`src/hw/rtl/msr_pkg.sv`:
```
package msr_pkg;

  localparam int WORD_BITS = 64;
  localparam int BIT_IDX   = $clog2(WORD_BITS);
  localparam int CNT_BITS  = $clog2(WORD_BITS) + 1;
  localparam int K_LIMIT   = 4096;
  localparam int K_BITS    = $clog2(K_LIMIT);

  typedef logic [WORD_BITS-1:0] word_t;

  // one request to the shared modular multiplier
  typedef struct packed {
    logic  start;
    word_t x;
    word_t y;
    word_t p;
  } mm_req_t;

  typedef enum logic [4:0] {
    S_IDLE,
    S_RED,
    S_JAC_A,
    S_SPLIT,
    S_POW_RED,
    S_POW_CHK,
    S_POW_MUL,
    S_POW_SQ,
    S_FIN3,
    S_GOT_B,
    S_JAC_K,
    S_GOT_G,
    S_GOT_RES,
    S_LOOP,
    S_SQ,
    S_GP_CHK,
    S_GP,
    S_RES_MUL,
    S_G_MUL,
    S_B_MUL,
    S_DONE
  } state_t;

  // (x + y) mod p for x, y < p, without overflow
  function automatic word_t add_mod(word_t x, word_t y, word_t p);
    word_t gap;
    gap = p - y;
    return (x >= gap) ? (x - gap) : (x + y);
  endfunction

endpackage

```
`src/hw/rtl/msr_mulmod.sv`:
```
module msr_mulmod import msr_pkg::*; (
  input  logic    clk,
  input  logic    rst_n,
  input  mm_req_t req,
  output logic    done,
  output word_t   prod
);

  word_t              acc_r;
  word_t              x_r;
  word_t              y_r;
  word_t              p_r;
  logic [BIT_IDX-1:0] cnt_r;
  logic               ph_r;
  logic               busy_r;
  logic               done_r;

  // MSB-first double-and-add, at most one modular add per cycle
  always_ff @(posedge clk) begin
    if (!rst_n) begin
      busy_r <= 1'b0;
      done_r <= 1'b0;
    end else begin
      done_r <= 1'b0;
      if (req.start) begin
        busy_r <= 1'b1;
        acc_r  <= '0;
        x_r    <= req.x;
        y_r    <= req.y;
        p_r    <= req.p;
        cnt_r  <= BIT_IDX'(WORD_BITS - 1);
        ph_r   <= 1'b0;
      end else if (busy_r) begin
        if (!ph_r) begin
          acc_r <= add_mod(acc_r, acc_r, p_r);
          ph_r  <= 1'b1;
        end else begin
          if (y_r[WORD_BITS-1]) begin
            acc_r <= add_mod(acc_r, x_r, p_r);
          end
          y_r  <= {y_r[WORD_BITS-2:0], 1'b0};
          ph_r <= 1'b0;
          if (cnt_r == '0) begin
            busy_r <= 1'b0;
            done_r <= 1'b1;
          end else begin
            cnt_r <= cnt_r - 1'b1;
          end
        end
      end
    end
  end

  assign done = done_r;
  assign prod = acc_r;

endmodule

```
`src/hw/rtl/msr_jacobi.sv`:
```
module msr_jacobi import msr_pkg::*; (
  input  logic  clk,
  input  logic  rst_n,
  input  logic  start,
  input  word_t a_in,
  input  word_t n_in,
  output logic  done,
  output logic  nonres
);

  word_t                a_r;
  word_t                n_r;
  logic                 neg_r;
  logic                 busy_r;
  logic                 done_r;
  logic                 nonres_r;
  logic [WORD_BITS:0]   diff;

  assign diff = {1'b0, a_r} - {1'b0, n_r};

  // binary Jacobi: strip a factor two, swap, or subtract, one per cycle
  always_ff @(posedge clk) begin
    if (!rst_n) begin
      busy_r <= 1'b0;
      done_r <= 1'b0;
    end else begin
      done_r <= 1'b0;
      if (start) begin
        busy_r <= 1'b1;
        a_r    <= a_in;
        n_r    <= n_in;
        neg_r  <= 1'b0;
      end else if (busy_r) begin
        if (a_r == '0) begin
          busy_r   <= 1'b0;
          done_r   <= 1'b1;
          nonres_r <= (n_r == word_t'(1)) && neg_r;
        end else if (!a_r[0]) begin
          a_r <= a_r >> 1;
          if (n_r[2:0] == 3'd3 || n_r[2:0] == 3'd5) begin
            neg_r <= ~neg_r;
          end
        end else if (diff[WORD_BITS]) begin
          a_r <= n_r;
          n_r <= a_r;
          if (a_r[1:0] == 2'd3 && n_r[1:0] == 2'd3) begin
            neg_r <= ~neg_r;
          end
        end else begin
          a_r <= diff[WORD_BITS-1:0];
        end
      end
    end
  end

  assign done   = done_r;
  assign nonres = nonres_r;

endmodule

```
`src/hw/rtl/modular_square_root.sv`:
```
// A value of 0 or 1, or an unusable modulus, goes straight to the done state.
// Otherwise each modular multiply holds the shared multiplier for 128 double/add
// steps plus issue and handoff: a 3 mod 4 prime costs about 130 multiplies, other
// primes a few hundred, plus the Jacobi unit per candidate. Throughput: one item
// at a time; in_stall stays high until the result is registered. Reset (rst_n,
// synchronous) sets the modulus to 3, empties output.
module modular_square_root import msr_pkg::*; (
  input  logic        clk,
  input  logic        rst_n,
  input  logic        in_valid,
  output logic        in_stall,
  input  logic [63:0] in_value,
  output logic        out_valid,
  input  logic        out_stall,
  output logic [63:0] out_root,
  output logic        out_no_root,
  input  logic        cfg_we,
  input  logic [63:0] cfg_data
);

  state_t              state_r, state_nxt, pret_r;
  logic [63:0]         prime_r;
  word_t               a_r, p_r, q_r, b_r, g_r, res_r, sq_r, gp_r;
  word_t               pbase_r, pe_r, pacc_r, root_r;
  logic                nr_r;
  logic [CNT_BITS-1:0] r_r, m_r, i_r, iter_r;
  logic [K_BITS-1:0]   k_r;
  logic                issued_r;
  logic                out_valid_r, out_no_root_r;
  logic [63:0]         out_root_r;

  mm_req_t mm_req;
  logic    mm_done, jac_start, jac_done, jac_nonres, accept, is_mul, is_jac;
  word_t   prod, jac_a, in_word;
  logic    sq_more, gp_more, p_bad;

  assign in_word = in_value[WORD_BITS-1:0];
  assign accept  = in_valid && !in_stall;
  assign p_bad   = (prime_r[WORD_BITS-1:0] < word_t'(3)) || !prime_r[0];
  assign sq_more = ((CNT_BITS+1)'(m_r) + (CNT_BITS+1)'(1) < (CNT_BITS+1)'(r_r))
                   && (prod != word_t'(1));
  assign gp_more = (CNT_BITS+1)'(i_r) + (CNT_BITS+1)'(m_r) < (CNT_BITS+1)'(r_r);

  msr_mulmod u_mul (
    .clk  (clk),
    .rst_n(rst_n),
    .req  (mm_req),
    .done (mm_done),
    .prod (prod)
  );

  msr_jacobi u_jac (
    .clk   (clk),
    .rst_n (rst_n),
    .start (jac_start),
    .a_in  (jac_a),
    .n_in  (p_r),
    .done  (jac_done),
    .nonres(jac_nonres)
  );

  // next state
  always_comb begin
    state_nxt = state_r;
    case (state_r)
      S_IDLE: begin
        if (accept) begin
          if (in_word <= word_t'(1) || p_bad) state_nxt = S_DONE;
          else                                  state_nxt = S_RED;
        end
      end
      S_RED: begin
        if (mm_done) state_nxt = (prod == '0) ? S_DONE : S_JAC_A;
      end
      S_JAC_A: begin
        if (jac_done) begin
          if (jac_nonres)             state_nxt = S_DONE;
          else if (p_r[1:0] == 2'd3)  state_nxt = S_POW_RED;
          else                        state_nxt = S_SPLIT;
        end
      end
      S_SPLIT:   if (q_r[0]) state_nxt = S_POW_RED;
      S_POW_RED: if (mm_done) state_nxt = S_POW_CHK;
      S_POW_CHK: begin
        if (pe_r == '0)  state_nxt = pret_r;
        else if (pe_r[0]) state_nxt = S_POW_MUL;
        else              state_nxt = S_POW_SQ;
      end
      S_POW_MUL: if (mm_done) state_nxt = S_POW_SQ;
      S_POW_SQ:  if (mm_done) state_nxt = S_POW_CHK;
      S_FIN3:    state_nxt = S_DONE;
      S_GOT_B:   state_nxt = S_JAC_K;
      S_JAC_K: begin
        if (jac_done) begin
          if (jac_nonres)                             state_nxt = S_POW_RED;
          else if (k_r == K_BITS'(K_LIMIT - 1))       state_nxt = S_DONE;
        end
      end
      S_GOT_G:   state_nxt = S_POW_RED;
      S_GOT_RES: state_nxt = S_LOOP;
      S_LOOP: begin
        if (iter_r < CNT_BITS'(WORD_BITS) && b_r != word_t'(1)) state_nxt = S_SQ;
        else                                                     state_nxt = S_DONE;
      end
      S_SQ:      if (mm_done && !sq_more) state_nxt = S_GP_CHK;
      S_GP_CHK:  state_nxt = gp_more ? S_GP : S_RES_MUL;
      S_GP:      if (mm_done) state_nxt = S_GP_CHK;
      S_RES_MUL: if (mm_done) state_nxt = S_G_MUL;
      S_G_MUL:   if (mm_done) state_nxt = S_B_MUL;
      S_B_MUL:   if (mm_done) state_nxt = S_LOOP;
      S_DONE:    if (!out_valid_r || !out_stall) state_nxt = S_IDLE;
      default:   state_nxt = S_IDLE;
    endcase
  end

  // unit requests
  always_comb begin
    is_mul   = state_r inside {S_RED, S_POW_RED, S_POW_MUL, S_POW_SQ, S_SQ, S_GP,
                               S_RES_MUL, S_G_MUL, S_B_MUL};
    is_jac   = state_r inside {S_JAC_A, S_JAC_K};
    in_stall = (state_r != S_IDLE);
    mm_req.start = is_mul && !issued_r;
    mm_req.p     = p_r;
    jac_start    = is_jac && !issued_r;
    jac_a        = (state_r == S_JAC_A) ? a_r : word_t'(k_r);
    case (state_r)
      S_RED:     begin mm_req.x = word_t'(1); mm_req.y = a_r;     end
      S_POW_RED: begin mm_req.x = word_t'(1); mm_req.y = pbase_r; end
      S_POW_MUL: begin mm_req.x = pacc_r;     mm_req.y = pbase_r; end
      S_POW_SQ:  begin mm_req.x = pbase_r;    mm_req.y = pbase_r; end
      S_SQ:      begin mm_req.x = sq_r;       mm_req.y = sq_r;    end
      S_RES_MUL: begin mm_req.x = res_r;      mm_req.y = gp_r;    end
      S_B_MUL:   begin mm_req.x = b_r;        mm_req.y = g_r;     end
      default:   begin mm_req.x = gp_r;       mm_req.y = gp_r;    end
    endcase
  end

  always_ff @(posedge clk) begin
    if (!rst_n) begin
      state_r     <= S_IDLE;
      prime_r     <= 64'd3;
      issued_r    <= 1'b0;
      out_valid_r <= 1'b0;
    end else begin
      state_r <= state_nxt;
      if (cfg_we) prime_r <= cfg_data;
      if (mm_req.start || jac_start)   issued_r <= 1'b1;
      else if (mm_done || jac_done)    issued_r <= 1'b0;
      if (state_r == S_DONE && (!out_valid_r || !out_stall)) begin
        out_valid_r   <= 1'b1;
        out_root_r    <= 64'(root_r);
        out_no_root_r <= nr_r;
      end else if (out_valid_r && !out_stall) begin
        out_valid_r <= 1'b0;
      end
    end
  end

  // datapath
  always_ff @(posedge clk) begin
    case (state_r)
      S_IDLE: begin
        a_r    <= in_word;
        p_r    <= prime_r[WORD_BITS-1:0];
        root_r <= (in_word <= word_t'(1)) ? in_word : '0;
        nr_r   <= 1'b0;
      end
      S_RED: if (mm_done) a_r <= prod;
      S_JAC_A: begin
        if (jac_done) begin
          nr_r    <= jac_nonres;
          q_r     <= p_r - word_t'(1);
          r_r     <= '0;
          pbase_r <= a_r;
          pe_r    <= (p_r >> 2) + word_t'(1);
          pacc_r  <= word_t'(1);
          pret_r  <= S_FIN3;
        end
      end
      S_SPLIT: begin
        if (!q_r[0]) begin
          q_r <= q_r >> 1;
          r_r <= r_r + 1'b1;
        end else begin
          pbase_r <= a_r;
          pe_r    <= q_r;
          pacc_r  <= word_t'(1);
          pret_r  <= S_GOT_B;
        end
      end
      S_POW_RED: if (mm_done) pbase_r <= prod;
      S_POW_MUL: if (mm_done) pacc_r <= prod;
      S_POW_SQ: begin
        if (mm_done) begin
          pbase_r <= prod;
          pe_r    <= pe_r >> 1;
        end
      end
      S_FIN3: root_r <= pacc_r;
      S_GOT_B: begin
        b_r <= pacc_r;
        k_r <= K_BITS'(2);
      end
      S_JAC_K: begin
        if (jac_done) begin
          k_r     <= k_r + 1'b1;
          pbase_r <= word_t'(k_r);
          pe_r    <= q_r;
          pacc_r  <= word_t'(1);
          pret_r  <= S_GOT_G;
        end
      end
      S_GOT_G: begin
        g_r     <= pacc_r;
        pbase_r <= a_r;
        pe_r    <= (q_r >> 1) + word_t'(1);
        pacc_r  <= word_t'(1);
        pret_r  <= S_GOT_RES;
      end
      S_GOT_RES: begin
        res_r  <= pacc_r;
        iter_r <= '0;
      end
      S_LOOP: begin
        sq_r   <= b_r;
        gp_r   <= g_r;
        m_r    <= '0;
        root_r <= res_r;
      end
      S_SQ: begin
        if (mm_done) begin
          sq_r <= prod;
          m_r  <= m_r + 1'b1;
          i_r  <= CNT_BITS'(1);
        end
      end
      S_GP: begin
        if (mm_done) begin
          gp_r <= prod;
          i_r  <= i_r + 1'b1;
        end
      end
      S_RES_MUL: if (mm_done) res_r <= prod;
      S_G_MUL:   if (mm_done) g_r <= prod;
      S_B_MUL: begin
        if (mm_done) begin
          b_r    <= prod;
          r_r    <= m_r;
          iter_r <= iter_r + 1'b1;
        end
      end
      default: ;
    endcase
  end

  assign out_valid   = out_valid_r;
  assign out_root    = out_root_r;
  assign out_no_root = out_no_root_r;

endmodule

```
`config.mk`:
```
export PLATFORM = sky130hd
export DESIGN_NAME = modular_square_root
export DESIGN_NICKNAME = d
export VERILOG_FILES = /design/src/hw/rtl/msr_pkg.sv /design/src/hw/rtl/msr_mulmod.sv /design/src/hw/rtl/msr_jacobi.sv /design/src/hw/rtl/modular_square_root.sv
export SDC_FILE = /design/constraint.sdc
export NUM_CORES = 2
export LEC_CHECK = 0
export BUFFER_PORTS_ARGS = -buffer_cell sky130_fd_sc_hd__clkbuf_2
export CORE_MARGIN = 10
export CORE_UTILIZATION = 58
export DETAILED_ROUTE_END_ITERATION = 8
export PLACE_DENSITY_LB_ADDON = 0.1
export SYNTH_ARGS = -nofsm -noshare
export SYNTH_HDL_FRONTEND = slang
export SYNTH_SLANG_ARGS = --single-unit
export TNS_END_PERCENT = 5
```
`constraint.sdc`:
```
create_clock -name clk -period 7.4 [get_ports clk]
set_input_delay 0.74 -clock clk [delete_from_list [all_inputs] [get_ports clk]]
set_output_delay 0.74 -clock clk [all_outputs]
set_load 0.01 [all_outputs]
```
==> impl_metrics.py <==
metrics = {
    "die": {
        "start_util_pct": 58.3,
        "dieArea_um2": 162000,
        "rows": 140,
        "core_um2": 145000,
        "num_io_pins": 200,
        "die_h_um": 402,
        "die_w_um": 402,
    },
    "placed_design": {
        "place_hpwl_mm": 246,
        "postPlaceCellArea_um2": 88000,
        "dp_slack_ns": 0.0903,
        "dp_cells": 10498,
        "place.gp.congestion": 1.04,
        "portBuffers": 199,
    },
    "layout": {
        "layout_commonest_cell": "edfxtp_1",
        "drive_above_1_share_pct": 8.93,
        "mostFrequentLayoutCells": "1,270 x edfxtp_1, 1,046 x nand2_1, 797 x o21ai_0, 563 x a21oi_1, 525 x nor2_1",
        "fin_area_um2": 93000,
        "fin_nets": 9285,
        "synthToLayoutAreaGrowth_pct": 9.78,
        "stdcell_count": 10775,
    },
    "global_route": {
        "grt_pass1_wl_mm": 483,
        "grt_remaining_overflow": 0,
        "grt_max_degree": 129,
        "grt_pass1_vias": 71244,
        "grtUsageTotal_pct": 40.2,
        "antenna_found_initial": 18,
    },
    "timing": {
        "finalCriticalPeriod_ns": 7.01,
        "setup_viol": 0,
        "period_share_pct": 94.8,
        "fin_tns_setup_ns": 0,
        "tightest_slew_ns": 1.42,
        "fin_skew_ns": 0.0423,
        "slew_headroom_pct": 4.68,
        "hold_viol": 0,
        "drv_slew": 0,
        "max_freq_ghz": 0.143,
        "setup_ws_ns": 0.387,
    },
    "min_path": {
        "whs_path_depth": 3,
        "hold_start": "cfg_data[0]",
        "hp-class": "input pin to flip-flop",
        "hold-path-endpoint": "prime_r[0]$_SDFFE_PN1P_",
    },
    "synth": {
        "synthesis.instances": 8739,
        "synthFlopType": "edfxtp_1",
        "synth_edf_count": 1270,
        "synth_cell_types": 87,
        "syn-cell-area_um2": 84700,
        "async_flop_share_pct": 0,
        "ys_warn_count": 0,
        "syn-num-nets": 9291,
        "ys_ff_latch": 1345,
        "seq_area_frac_synth_pct": 46.8,
        "syn_area_per_cell_um2": 9.69,
    },
    "worst_setup_path": {
        "required_ns": 7.90,
        "criticalPathCategory": "flip-flop to flip-flop",
        "reg2reg_to": "u_mul.prod[3]$_SDFFCE_PP0P_",
        "r2r-start": "u_mul.prod[12]$_SDFFCE_PP0P_",
        "rrSetupSlack_ns": 0.39,
        "crit_path_end_kind": "flip-flop",
        "crit_path_max_fanout": 44,
        "critPathArrivalTime_ns": 7.52,
        "slowest_stage": "a2111oi_0",
        "r2r_cells": 28,
        "cpPeakStageDelay_ns": 0.77,
        "start_kind": "flip-flop",
    },
    "status": {
        "status": "finished with violations",
        "violations": "DRC",
    },
    "clock_tree": {
        "cts_tree": "done",
        "cts.sinks": 1345,
        "clk_latency_ns": 0.82,
        "cts_root_buf": "clkbuf_16",
        "numCtsBuffers": 147,
        "max-clock-path-buffers": 3,
        "cts_htree_levels": 4,
        "ctsHoldBuffers": 0,
        "clk_pin_slew_ns": 0.06,
    },
    "routing": {
        "vias": 76178,
        "avgRoutedWirePerCell_um": 31.6,
        "wl_mm": 340,
        "drc_errors": 10,
        "dr.first_iter.drc_count": 12525,
        "viasPerCell": 7.07,
        "drt_first_pass_iters": 9,
        "ant_nets": 0,
    },
    "flow_run": {
        "maxCapViolCount": 0,
    },
}
[Yosys cell counts, types with 132 or more instances]
master,count,share of area [%]
inv_1,337,1.5
nand2_1,1054,4.7
ha_1,412,6.1
a21oi_1,566,3.3
xnor2_1,323,3.3
a21o_1,252,2.2
nor2_1,540,2.4
edfxtp_1,1270,45
a22o_1,132,1.4
o21ai_0,800,4.7
nor4_1,189,1.4
nand4_1,138,1.0
clkbuf_1,472,2.1
a22oi_1,250,2.2
nand3_1,276,1.6
xor2_1,245,2.5
[what timing repair did]
item,4_1_cts,5_1_grt
setup endpoints to repair,0,62
setup buffers,0,2
resized for setup,0,11
[cells by family after synthesis]
group | after synthesis | share of synthesized area (%)
compound gates | 2745 | 20.9
mux | 149 | 1.86
xor+xnor | 568 | 5.87
buf+inv | 884 | 3.97
fa+ha+maj | 419 | 6.25
simple gates | 2629 | 14.4
flops | 1345 | 46.8
[per-stage QoR]
stage          hold WS, ns  util, %
6_report             0.155     63.9
5_1_grt              0.157     63.9
4_1_cts              0.117     63.9
3_5_place_dp         0.405     60.5
3_3_place_gp         0.401     60.5
2_1_floorplan        0.400        -
[layout make-up]
| type | count | area (µm²) |
|---|---|---|
| inverter | 339 | 1270 |
| clock inverter | 80 | 845 |
| antenna | 7 | 17.5 |
| multi-input combinational | 6510 | 42200 |
| tap | 1917 | 2400 |
| fill | 11881 | 52400 |
| sequential | 1345 | 39600 |
| timing repair buffer | 390 | 2590 |
| clock buffer | 187 | 4040 |
[critical path, delay by kind of cell (launching register included)]
kind | cells | cell delay [ns]
AOI/OAI and AO/OA | 11 | 2.74
adders and majority gates | 2 | 0.78
buffers and inverters | 5 | 1.06
DFF | 1 | 0.34
and+or+nand+nor | 10 | 1.75
[routing by layer]
metal | global-route usage [%] | up-vias | share of wire, %
li1 | - | 32887 | -
met1 | 52.8 | 36122 | 37
met2 | 56.7 | 6063 | 41
met3 | 15.0 | 1094 | 16
met4 | 22.8 | 12 | 6.7
met5 | 0 | - | 0.023
[worst max path at each step]
stage | startpoint | to
floorplan | state_r[0]$_SDFFE_PN0P_ | pe_r[0]$_DFFE_PP_
detailed placement | u_mul.p_r[1]$_DFFE_PP_ | u_mul.prod[55]$_SDFFCE_PP0P_
global route | u_mul.p_r[0]$_DFFE_PP_ | u_mul.prod[63]$_SDFFCE_PP0P_
global placement | u_mul.p_r[1]$_DFFE_PP_ | u_mul.prod[55]$_SDFFCE_PP0P_
CTS | u_mul.p_r[1]$_DFFE_PP_ | u_mul.prod[55]$_SDFFCE_PP0P_
finish | u_mul.prod[12]$_SDFFCE_PP0P_ | u_mul.prod[3]$_SDFFCE_PP0P_
Power is left out: the tool's default activity adds up to more than one toggle a clock period on the data nets, which glitch-free logic cannot reach.
